<file path="src/hdl/pdf_pkg.sv">
package pdf_pkg;

	// sizing
	localparam int NUM_NODES = 1024;
	localparam int SET_DEPTH = 64;
	localparam int COST_W    = 31;
	localparam int NUM_DIMS  = 3;
	localparam int NODE_W    = 10;
	localparam int IDX_W     = (SET_DEPTH > 1) ? $clog2(SET_DEPTH) : 1;
	localparam int CNT_W     = $clog2(SET_DEPTH + 1);
	localparam int VADDR_W   = NODE_W + IDX_W;
	localparam int VEC_DEPTH = 2 ** VADDR_W;
	localparam int VEC_W     = NUM_DIMS * COST_W;

	// stream packing
	localparam int IN_BITS    = NODE_W + 2 * NUM_DIMS * COST_W;
	localparam int IN_DATA_W  = ((IN_BITS + 7) / 8) * 8;
	localparam int OUT_BITS   = 5;
	localparam int OUT_DATA_W = ((OUT_BITS + 7) / 8) * 8;

	// config
	localparam int CFG_DATA_W = 10;
	localparam logic       CFG_NUM_OBJ   = 1'b0;
	localparam logic       CFG_GOAL_NODE = 1'b1;
	localparam logic [2:0] OBJ_THREE     = 3'd3;
	localparam logic [2:0] NUM_OBJ_RST   = 3'd3;
	localparam logic [NODE_W-1:0] GOAL_RST = '0;

	typedef enum logic [1:0] {
		CAUSE_NONE = 2'd0,
		CAUSE_GOAL = 2'd1,
		CAUSE_NODE = 2'd2
	} cause_t;

	typedef enum logic [2:0] {
		ST_CLEAR,
		ST_IDLE,
		ST_GCNT,
		ST_NCNT,
		ST_GSCAN,
		ST_NSCAN,
		ST_DONE
	} state_t;

	typedef struct packed {
		logic                         action;
		logic [NODE_W-1:0]            node;
		logic [NUM_DIMS-1:0][COST_W-1:0] cost;
		logic [NUM_DIMS-1:0][COST_W-1:0] est;
	} item_t;

	typedef struct packed {
		logic   pruned;
		cause_t cause;
		logic   added;
		logic   overflow;
	} res_t;

	typedef struct packed {
		logic              re;
		logic [NODE_W-1:0] raddr;
		logic              we;
		logic [NODE_W-1:0] waddr;
		logic [CNT_W-1:0]  wdata;
	} cnt_req_t;

	typedef struct packed {
		logic               re;
		logic [VADDR_W-1:0] raddr;
		logic               we;
		logic [VADDR_W-1:0] waddr;
		logic [VEC_W-1:0]   wdata;
	} vec_req_t;

endpackage

</file>
<file path="src/hdl/pdf_ctrl.sv">
module pdf_ctrl (
	input  logic                      clk,
	input  logic                      arst_n,
	input  logic                      item_valid,
	output logic                      item_ready,
	input  pdf_pkg::item_t            item_in,
	input  logic [2:0]                num_obj,
	input  logic [pdf_pkg::NODE_W-1:0] goal,
	output pdf_pkg::cnt_req_t         cnt_req,
	input  logic [pdf_pkg::CNT_W-1:0] cnt_rdata,
	output pdf_pkg::vec_req_t         vec_req,
	input  logic [pdf_pkg::VEC_W-1:0] vec_rdata,
	output logic                      done,
	input  logic                      out_free,
	output pdf_pkg::res_t             res
);
	import pdf_pkg::*;

	state_t            state_q, state_d;
	logic [NODE_W-1:0] clr_q, clr_d;
	logic [CNT_W-1:0]  idx_q, idx_d;
	logic [CNT_W-1:0]  gcnt_q, gcnt_d;
	logic [CNT_W-1:0]  ncnt_q, ncnt_d;
	logic              vld_s1, vld_d;
	item_t             item_q, item_d;
	res_t              res_q, res_d;

	logic [NUM_DIMS-1:0][COST_W-1:0] vec;
	logic              cmp3;
	logic              hit;

	function automatic logic in_range(input logic [NODE_W-1:0] n);
		return 32'(n) < 32'(NUM_NODES);
	endfunction

	// stored vector no greater than x in every compared dim
	function automatic logic dominates(
		input logic [NUM_DIMS-1:0][COST_W-1:0] v,
		input logic [NUM_DIMS-1:0][COST_W-1:0] x,
		input logic                            use3
	);
		return (v[0] <= x[0]) && (v[1] <= x[1]) && (!use3 || (v[2] <= x[2]));
	endfunction

	assign vec  = vec_rdata;
	assign cmp3 = (num_obj != OBJ_THREE);
	assign res  = res_q;

	always_comb begin
		state_d    = state_q;
		clr_d      = clr_q;
		idx_d      = idx_q;
		gcnt_d     = gcnt_q;
		ncnt_d     = ncnt_q;
		vld_d      = 1'b0;
		item_d     = item_q;
		res_d      = res_q;
		cnt_req    = '0;
		vec_req    = '0;
		item_ready = 1'b0;
		done       = 1'b0;
		hit        = 1'b0;

		unique case (state_q)
			ST_CLEAR: begin
				cnt_req.we    = 1'b1;
				cnt_req.waddr = clr_q;
				cnt_req.wdata = '0;
				clr_d         = clr_q + NODE_W'(1);
				if (clr_q == NODE_W'(NUM_NODES - 1)) begin
					state_d = ST_IDLE;
				end
			end
			ST_IDLE: begin
				item_ready = 1'b1;
				if (item_valid) begin
					item_d        = item_in;
					cnt_req.re    = 1'b1;
					cnt_req.raddr = goal;
					state_d       = ST_GCNT;
				end
			end
			ST_GCNT: begin
				gcnt_d        = in_range(goal) ? cnt_rdata : '0;
				cnt_req.re    = 1'b1;
				cnt_req.raddr = item_q.node;
				idx_d         = '0;
				state_d       = ST_NCNT;
			end
			ST_NCNT: begin
				ncnt_d  = in_range(item_q.node) ? cnt_rdata : '0;
				state_d = ST_GSCAN;
			end
			ST_GSCAN: begin
				hit = vld_s1 && dominates(vec, item_q.est, cmp3);
				if (hit) begin
					res_d   = '{pruned: 1'b1, cause: CAUSE_GOAL, added: 1'b0, overflow: 1'b0};
					state_d = ST_DONE;
				end else if (idx_q < gcnt_q) begin
					vec_req.re    = 1'b1;
					vec_req.raddr = {goal, idx_q[IDX_W-1:0]};
					idx_d         = idx_q + CNT_W'(1);
					vld_d         = 1'b1;
				end else begin
					idx_d   = '0;
					state_d = ST_NSCAN;
				end
			end
			ST_NSCAN: begin
				hit = vld_s1 && dominates(vec, item_q.cost, cmp3);
				if (hit) begin
					res_d   = '{pruned: 1'b1, cause: CAUSE_NODE, added: 1'b0, overflow: 1'b0};
					state_d = ST_DONE;
				end else if (idx_q < ncnt_q) begin
					vec_req.re    = 1'b1;
					vec_req.raddr = {item_q.node, idx_q[IDX_W-1:0]};
					idx_d         = idx_q + CNT_W'(1);
					vld_d         = 1'b1;
				end else begin
					res_d   = '{pruned: 1'b0, cause: CAUSE_NONE, added: 1'b0, overflow: 1'b0};
					if (item_q.action) begin
						if (in_range(item_q.node) && (ncnt_q < CNT_W'(SET_DEPTH))) begin
							vec_req.we    = 1'b1;
							vec_req.waddr = {item_q.node, ncnt_q[IDX_W-1:0]};
							vec_req.wdata = item_q.cost;
							cnt_req.we    = 1'b1;
							cnt_req.waddr = item_q.node;
							cnt_req.wdata = ncnt_q + CNT_W'(1);
							res_d.added   = 1'b1;
						end else begin
							res_d.overflow = 1'b1;
						end
					end
					state_d = ST_DONE;
				end
			end
			ST_DONE: begin
				done = 1'b1;
				if (out_free) begin
					state_d = ST_IDLE;
				end
			end
			default: begin
				state_d = ST_CLEAR;
			end
		endcase
	end

	always_ff @(posedge clk or negedge arst_n) begin
		if (!arst_n) begin
			state_q <= ST_CLEAR;
			clr_q   <= '0;
			vld_s1  <= 1'b0;
		end else begin
			state_q <= state_d;
			clr_q   <= clr_d;
			vld_s1  <= vld_d;
		end
	end

	always_ff @(posedge clk) begin
		idx_q  <= idx_d;
		gcnt_q <= gcnt_d;
		ncnt_q <= ncnt_d;
		item_q <= item_d;
		res_q  <= res_d;
	end

endmodule

</file>
<file path="config.mk">
export PLATFORM = sky130hd
export DESIGN_NAME = pdf_ctrl
export DESIGN_NICKNAME = d
export VERILOG_FILES = /design/src/hdl/pdf_pkg.sv /design/src/hdl/pdf_ctrl.sv
export SDC_FILE = /design/constraint.sdc
export NUM_CORES = 1
export LEC_CHECK = 0
export BUFFER_PORTS_ARGS = -buffer_cell sky130_fd_sc_hd__buf_4
export CAP_MARGIN = 20
export CORE_AREA = 5 5 180 182
export CTS_BUF_LIST = sky130_fd_sc_hd__clkbuf_4 sky130_fd_sc_hd__clkbuf_8 sky130_fd_sc_hd__clkbuf_16
export DETAILED_ROUTE_END_ITERATION = 8
export DIE_AREA = 0 0 185 187
export PLACE_DENSITY = 0.78
export SLEW_MARGIN = 10
export SYNTH_ARGS = -nofsm -noshare
export SYNTH_HDL_FRONTEND = slang
export SYNTH_SLANG_ARGS = --single-unit
</file>
<file path="constraint.sdc">
create_clock -name clk -period 16.3 [get_ports clk]
set_clock_uncertainty 0.15 [all_clocks]
set_input_delay 1.63 -clock clk [delete_from_list [all_inputs] [get_ports clk]]
set_output_delay 1.63 -clock clk [all_outputs]
set_load 0.03 [all_outputs]
</file>
==> flow_summary_export.csv, run 1 <==
group,metric,value,unit
yosys,ys.warnings.count,0,
setup_path,critPathCapture,"vec_req[54]",
yosys,synthCells,1217,
setup_path,path_class,"primary input to output pin",
final_layout,multi_input_area,5900,µm²
placed_design,place_area,17800,µm²
floorplanning,rows,64,
timing,grt_setup_unrepaired,"no",
worst_hold_path,hold_path_class,"register to register",
clock_network,cts_buffer_depth,3,
floorplanning,coreArea,30400,µm²
status,outcome,"completed",
floorplanning,die_area,34600,µm²
timing,min_period,6.67,ns
timing,max_freq,150,MHz
grt,antenna_found_initial,5,
final_layout,n_fill_cell,2410,
setup_path,reg2reg_setup_slack,12.50,ns
timing,worst_pin_slew,1.02,ns
grt,grt_busiest_layer,"met2",
yosys,yosys_register_bits,237,
setup_path,crit_path_start,"vec_rdata[29]",
yosys,seq_area_frac_synth,0.509,
timing,relSlewSlack,0.318,
grt,grt_pass1_vias,11658,
clock_network,post_cts_resized,0,
setup_path,crit_required,14.52,ns
final_layout,layout_common_cells,"buf_4 (482), edfxtp_1 (223), inv_1 (205)",
flow_run,cap_violations,0,
yosys,synth_edf_count,223,
grt,met1_usage,0.249,
floorplanning,pin_count,477,
setup_path,crit_path_start_kind,"primary input",
floorplanning,dieWidth,185,µm
clock_network,cts_setup_buffers,0,
yosys,synth_cell_types,62,
yosys,synth_ff_type,"edfxtp_1",
timing,finalMaxSlewViolations,0,
power,leakagePower,9.04,nW
placed_design,gp_congestion,0.875,
grt,grt_pass1_wl,63400,µm
grt,met2_usage,0.436,
routing,first_pass_iters,5,
setup_path,ff2ff_path_depth,10,
grt,grt_max_degree,128,
placed_design,hpwl,34400,µm
timing,fin_tns_setup,0,ns
routing,drt_first_iter_violations,552,
routing,drc_errors,0,
setup_path,critPathArrivalTime,4.89,ns
timing,finalSetupViolCount,0,
grt,gr-total-overflow,0,
final_layout,final_area,18900,µm²
clock_network,clk_pin_slew,0.06,ns
yosys,synth_area,13800,µm²
setup_path,worstReg2RegStart,"item_q[138]",
routing,wl_per_cell,20.1,µm
clock_network,cts_hold_buf,0,
timing,finalHoldViolations,0,
setup_path,timing.rr.end,"res[1]",
routing,vias,11105,
final_layout,drive_gt1_frac,0.316,
routing,ant_nets,0,
final_layout,areaGrowthSynthToFinish,36.3,%
floorplanning,start_util,0.455,
yosys,syn_nets,1732,
final_layout,layout_commonest_cell,"buf_4",
clock_network,tritoncts,"done",
final_layout,nets,2221,
timing,period_share,0.409,
grt,use_met3,0.0727,
routing,routed_via_density,5.22,
setup_path,crit_path_max_fanout,77,
clock_network,htree_levels,1,
worst_hold_path,whs_path_depth,1,
clock_network,clk_latency,0.55,ns
setup_path,worstSetupEndpointType,"output pin",
yosys,synth_async_sr_flop_share,0.0591,
power,cellPowerDensity,118,nW/µm²
yosys,syn_avg_cell_area,11.4,µm²
clock_network,cts.sinks,237,
grt,grt_usage,0.234,
placed_design,io_buffers,476,
final_layout,utilization,0.620,
routing,wirelength,42700,µm
timing,hold_ws,0.387,ns
floorplanning,die_h,187,µm
final_layout,register_area,7050,µm²
clock_network,clock-root-buffer,"clkbuf_16",
power,peakVddDrop,0.115,mV
clock_network,numCtsBuffers,28,
flip-flops by register name, indices dropped and copies added (netlist names):
name and flops:
ncnt_q 7, state_q 3, item_q 197, res 5
vld_s1 1, gcnt_q 7, idx_q 7, clr_q 10
area by class of cell:
type                    instances  share of cell area
diodes                          3            0.000398
clock buffers                  38              0.0411
clock inverters                14              0.0108
inverters                     205              0.0408
multi-input cells             750               0.313
flip-flops and latches        237               0.373
well taps                     396              0.0263
repair buffers                484               0.195
per-layer routing:
metal | vias up | wire [µm]
met5 | - | 25
met4 | 4 | 1520
met3 | 87 | 3790
met2 | 410 | 22100
met1 | 5261 | 15300
li1 | 5343 | -
worst min-delay path by stage:
stage | from | slack, ns | endpoint
after floorplan | clr_q[9] | 0.32 | clr_q[9]
after global placement | clr_q[6] | 0.38 | clr_q[6]
after detailed placement | clr_q[7] | 0.38 | clr_q[7]
after CTS | clr_q[7] | 0.39 | clr_q[7]
after global routing | clr_q[0] | 0.42 | clr_q[0]
final | clr_q[9] | 0.39 | clr_q[9]
stage by stage:
stage / setup slack, ns / cells / power [mW]
5_1_grt: 9.42 / 2127 / 2.34
3_5_place_dp: 9.44 / 2070 / 1.57
2_1_floorplan: 6.37 / 1217 / 1.32
6_report: 9.63 / 2127 / 2.22
4_1_cts: 9.44 / 2122 / 2.24
3_3_place_gp: 9.43 / 2070 / 1.54
logic make-up after synthesis:
group           after synthesis  share of synthesized area
buf+inv                     230                     0.0662
flops                       237                      0.509
xor+xnor                     18                     0.0114
simple gates                316                      0.128
compound gates              213                      0.103
mux                           2                    0.00154
fa+ha+maj                   201                      0.182
worst max-delay path, stage by stage:
cell and delay, ns:
buf_4 0.13, ha_1 0.29, nand4_1 0.15, nor4_2 0.37, and4_1 0.31, o41ai_1 0.09, a32o_1 0.27, a41oi_2 0.30
and4_4 0.61, buf_16 0.29, and2_1 0.20, buf_4 0.17
synth_stat cells (all sizes together), types with 9 or more instances:
| cell type | instances | area [µm²] |
|---|---|---|
| a211oi | 13 | 103 |
| a21o | 13 | 97.6 |
| a21oi | 77 | 385 |
| a22o | 30 | 263 |
| and2 | 116 | 726 |
| and3 | 9 | 56.3 |
| buf | 13 | 93.8 |
| clkbuf | 12 | 53.8 |
| dfrtp | 14 | 350 |
| edfxtp | 223 | 6700 |
| ha | 201 | 2510 |
| inv | 205 | 769 |
| nand2 | 45 | 169 |
| nand3 | 26 | 130 |
| nand4 | 38 | 238 |
| nor2 | 37 | 139 |
| nor3 | 10 | 50.1 |
| o21a | 10 | 75.1 |
| o21ai | 30 | 150 |
| xnor2 | 11 | 96.3 |
report_power, final:
part           internal (mW)  switching, mW  total, mW
Sequential             0.811         0.0795      0.890
Clock                  0.412          0.251      0.663
Combinational          0.275          0.395      0.670
(Power assumes the default switching activity.)
==> run 2, diff against run 1 <==
--- a/config.mk
+++ b/config.mk
@@ -11,7 +11,7 @@
 export CTS_BUF_LIST = sky130_fd_sc_hd__clkbuf_4 sky130_fd_sc_hd__clkbuf_8 sky130_fd_sc_hd__clkbuf_16
 export DETAILED_ROUTE_END_ITERATION = 8
 export DIE_AREA = 0 0 185 187
-export PLACE_DENSITY = 0.78
+export PLACE_DENSITY = 0.8
 export SLEW_MARGIN = 10
 export SYNTH_ARGS = -nofsm -noshare
 export SYNTH_HDL_FRONTEND = slang
==> constraint.sdc (replaced) <==
create_clock -name clk -period 5.8 [get_ports clk]
set_clock_uncertainty 0.15 [all_clocks]
set_input_delay 0.58 -clock clk [delete_from_list [all_inputs] [get_ports clk]]
set_output_delay 0.58 -clock clk [all_outputs]
set_load 0.03 [all_outputs]
==> run 2 against run 1 <==
  * Global-route usage shrank 0.078 points
  * Register-to-register slack lost 11 ns
  * Non-clock buffer count grew 2
  * Sequential share of layout area is essentially flat
  * Die area is the same
  * Setup slack lost 8.8 ns
  * Wire length shrank 0.94%
  * First-iteration DRC count grew 14%
  * Total power grew to 2.8 times the previous value
  * Worst hold slack lost 0.34 ns
  * Design area shrank 0.13%
  * Clock-buffer cell count shrank 7
  * Largest power group unchanged
  * Highest routed layer unchanged
==> flow_summary_export.csv, run 2 (synthesis gave the netlist of run 1 again) <==
group,metric,value,unit
grt,grt_usage,0.233,
setup_path,cpPeakStageDelay,0.64,ns
timing,finalSetupViolCount,0,
clock_network,clk_latency,0.55,ns
clock_network,tritoncts,"done",
setup_path,cp_slowest_cell,"and4_4",
clock_network,cts.sinks,237,
grt,grt_pass1_vias,11763,
routing,drt_first_iter_violations,629,
timing,finalMaxSlewViolations,0,
worst_hold_path,whs_path_depth,1,
floorplanning,start_util,0.455,
power,total_power,6.22,mW
routing,wl_per_cell,19.9,µm
floorplanning,dieWidth,185,µm
timing,period_share,0.858,
flow_run,cap_violations,0,
clock_network,post_cts_resized,0,
floorplanning,die_h,187,µm
worst_hold_path,hold_path_class,"primary input to register",
placed_design,hpwl,34000,µm
grt,grt_pass1_wl,63600,µm
routing,first_pass_iters,4,
timing,grt_setup_unrepaired,"no",
timing,hold_ws,0.0469,ns
placed_design,io_buffers,476,
power,leakagePower,9.03,nW
power,peakVddDrop,0.350,mV
final_layout,areaGrowthSynthToFinish,36.1,%
placed_design,gp_congestion,0.928,
setup_path,path_common_cell,"buf_4",
floorplanning,coreArea,30400,µm²
timing,finalHoldViolations,0,
floorplanning,pin_count,477,
final_layout,register_area,7050,µm²
setup_path,crit_path_start_kind,"register",
final_layout,multi_input_area,5900,µm²
final_layout,layout_common_cells,"buf_4 (483), edfxtp_1 (223), inv_1 (205)",
setup_path,crit_chain,"inv_1 > ha_1 > nand4_1 > nor4_2 > and4_1 > o41ai_1 > a32o_1 > a41oi_2 > and4_4 > buf_4 > a22o_1 > buf_4",
timing,worst_pin_slew,0.804,ns
setup_path,critPathArrivalTime,4.25,ns
clock_network,htree_levels,1,
floorplanning,die_area,34600,µm²
timing,relSlewSlack,0.461,
final_layout,largest_reg_flops,197,
setup_path,crit_family,"simple AND/OR/NAND/NOR gates",
routing,ant_nets,0,
final_layout,regMostFlops,"item_q",
grt,grt_max_degree,121,
setup_path,crit_path_max_fanout,58,
setup_path,crit_required,5.07,ns
final_layout,antennaDiodeCount,0,
grt,gr-total-overflow,0,
routing,vias,11236,
final_layout,utilization,0.619,
routing,wirelength,42300,µm
power,cellPowerDensity,330,nW/µm²
clock_network,numCtsBuffers,28,
routing,routed_via_density,5.29,
floorplanning,rows,64,
setup_path,worstSetupEndpointType,"output pin",
routing,drc_errors,0,
status,outcome,"completed",
clock_network,cts_buffer_depth,3,
timing,min_period,4.98,ns
final_layout,drive_gt1_frac,0.315,
setup_path,cp.depth,12,
final_layout,layout_commonest_cell,"buf_4",
timing,max_freq,201,MHz
final_layout,reg.largest.list,"item_q: 197 flops, clr_q: 10 flops",
clock_network,clock-root-buffer,"clkbuf_16",
final_layout,n_fill_cell,2368,
setup_path,ff2ff_path_depth,11,
final_layout,nets,2223,
grt,antenna_found_initial,5,
timing,fin_tns_setup,0,ns
clock_network,clk_pin_slew,0.06,ns
setup_path,path_class,"register to output pin",
setup_path,path_buf_inv,3,
run 2: per-layer routing:
| metal | share of wire | vias up | GRT usage |
|---|---|---|---|
| li1 | - | 5351 | - |
| met1 | 0.36 | 5313 | 0.257 |
| met2 | 0.51 | 466 | 0.430 |
| met3 | 0.093 | 96 | 0.0661 |
| met4 | 0.037 | 10 | 0.0709 |
| met5 | 0.0019 | - | 0 |
run 2: worst reg2reg max path: stages, from the launching register on:
cell and delay (ns):
edfxtp_1 0.41, inv_1 0.08, ha_1 0.24, a21oi_1 0.14, o21a_1 0.15, o221ai_1 0.24
a211o_1 0.37, a22oi_1 0.38, a41oi_2 0.23, nor2b_1 0.19, buf_4 0.24, a211oi_1 0.70
run 2: report_power, final:
part	leakage, nW	switching, mW	internal, mW
Sequential	2.22	0.220	2.28
Combinational	6.33	1.11	0.773
Clock	0.477	0.727	1.12
run 2: through the flow:
step / setup WS, ns / cells / instance area [µm²]
floorplan: 0.579 / 1217 / 13900
global placement: 1.25 / 2072 / 17900
detailed placement: 1.11 / 2073 / 17900
CTS: 0.736 / 2125 / 18800
global route: 0.515 / 2125 / 18800
finish: 0.824 / 2125 / 18800
run 2: area by class of cell:
cell class / instances / area share
well taps: 396 / 0.0263
flip-flops and latches: 237 / 0.374
clock buffers: 31 / 0.0384
repair buffers: 486 / 0.195
clock inverters: 20 / 0.0126
inverters: 205 / 0.0408
multi-input cells: 750 / 0.313
run 2: worst paths after layout:
check | startpoint | slack [ns] | endpoint
min in group asynchronous | arst_n | 0.25 | clr_q[6]
max in group asynchronous | arst_n | 5.08 | clr_q[9]
worst max-delay path | item_q[117] | 0.82 | cnt_req[12]
worst min register to register | clr_q[5] | 0.40 | clr_q[5]
worst max register to register | item_q[173] | 1.92 | res[3]
worst min-delay path | item_in[89] | 0.05 | item_q[89]
run 2: what timing repair did:
action	CTS	global route
endpoints found under the setup margin	0	0
hold endpoints to repair	14	0
buffers inserted	0	0
hold buffers	1	0
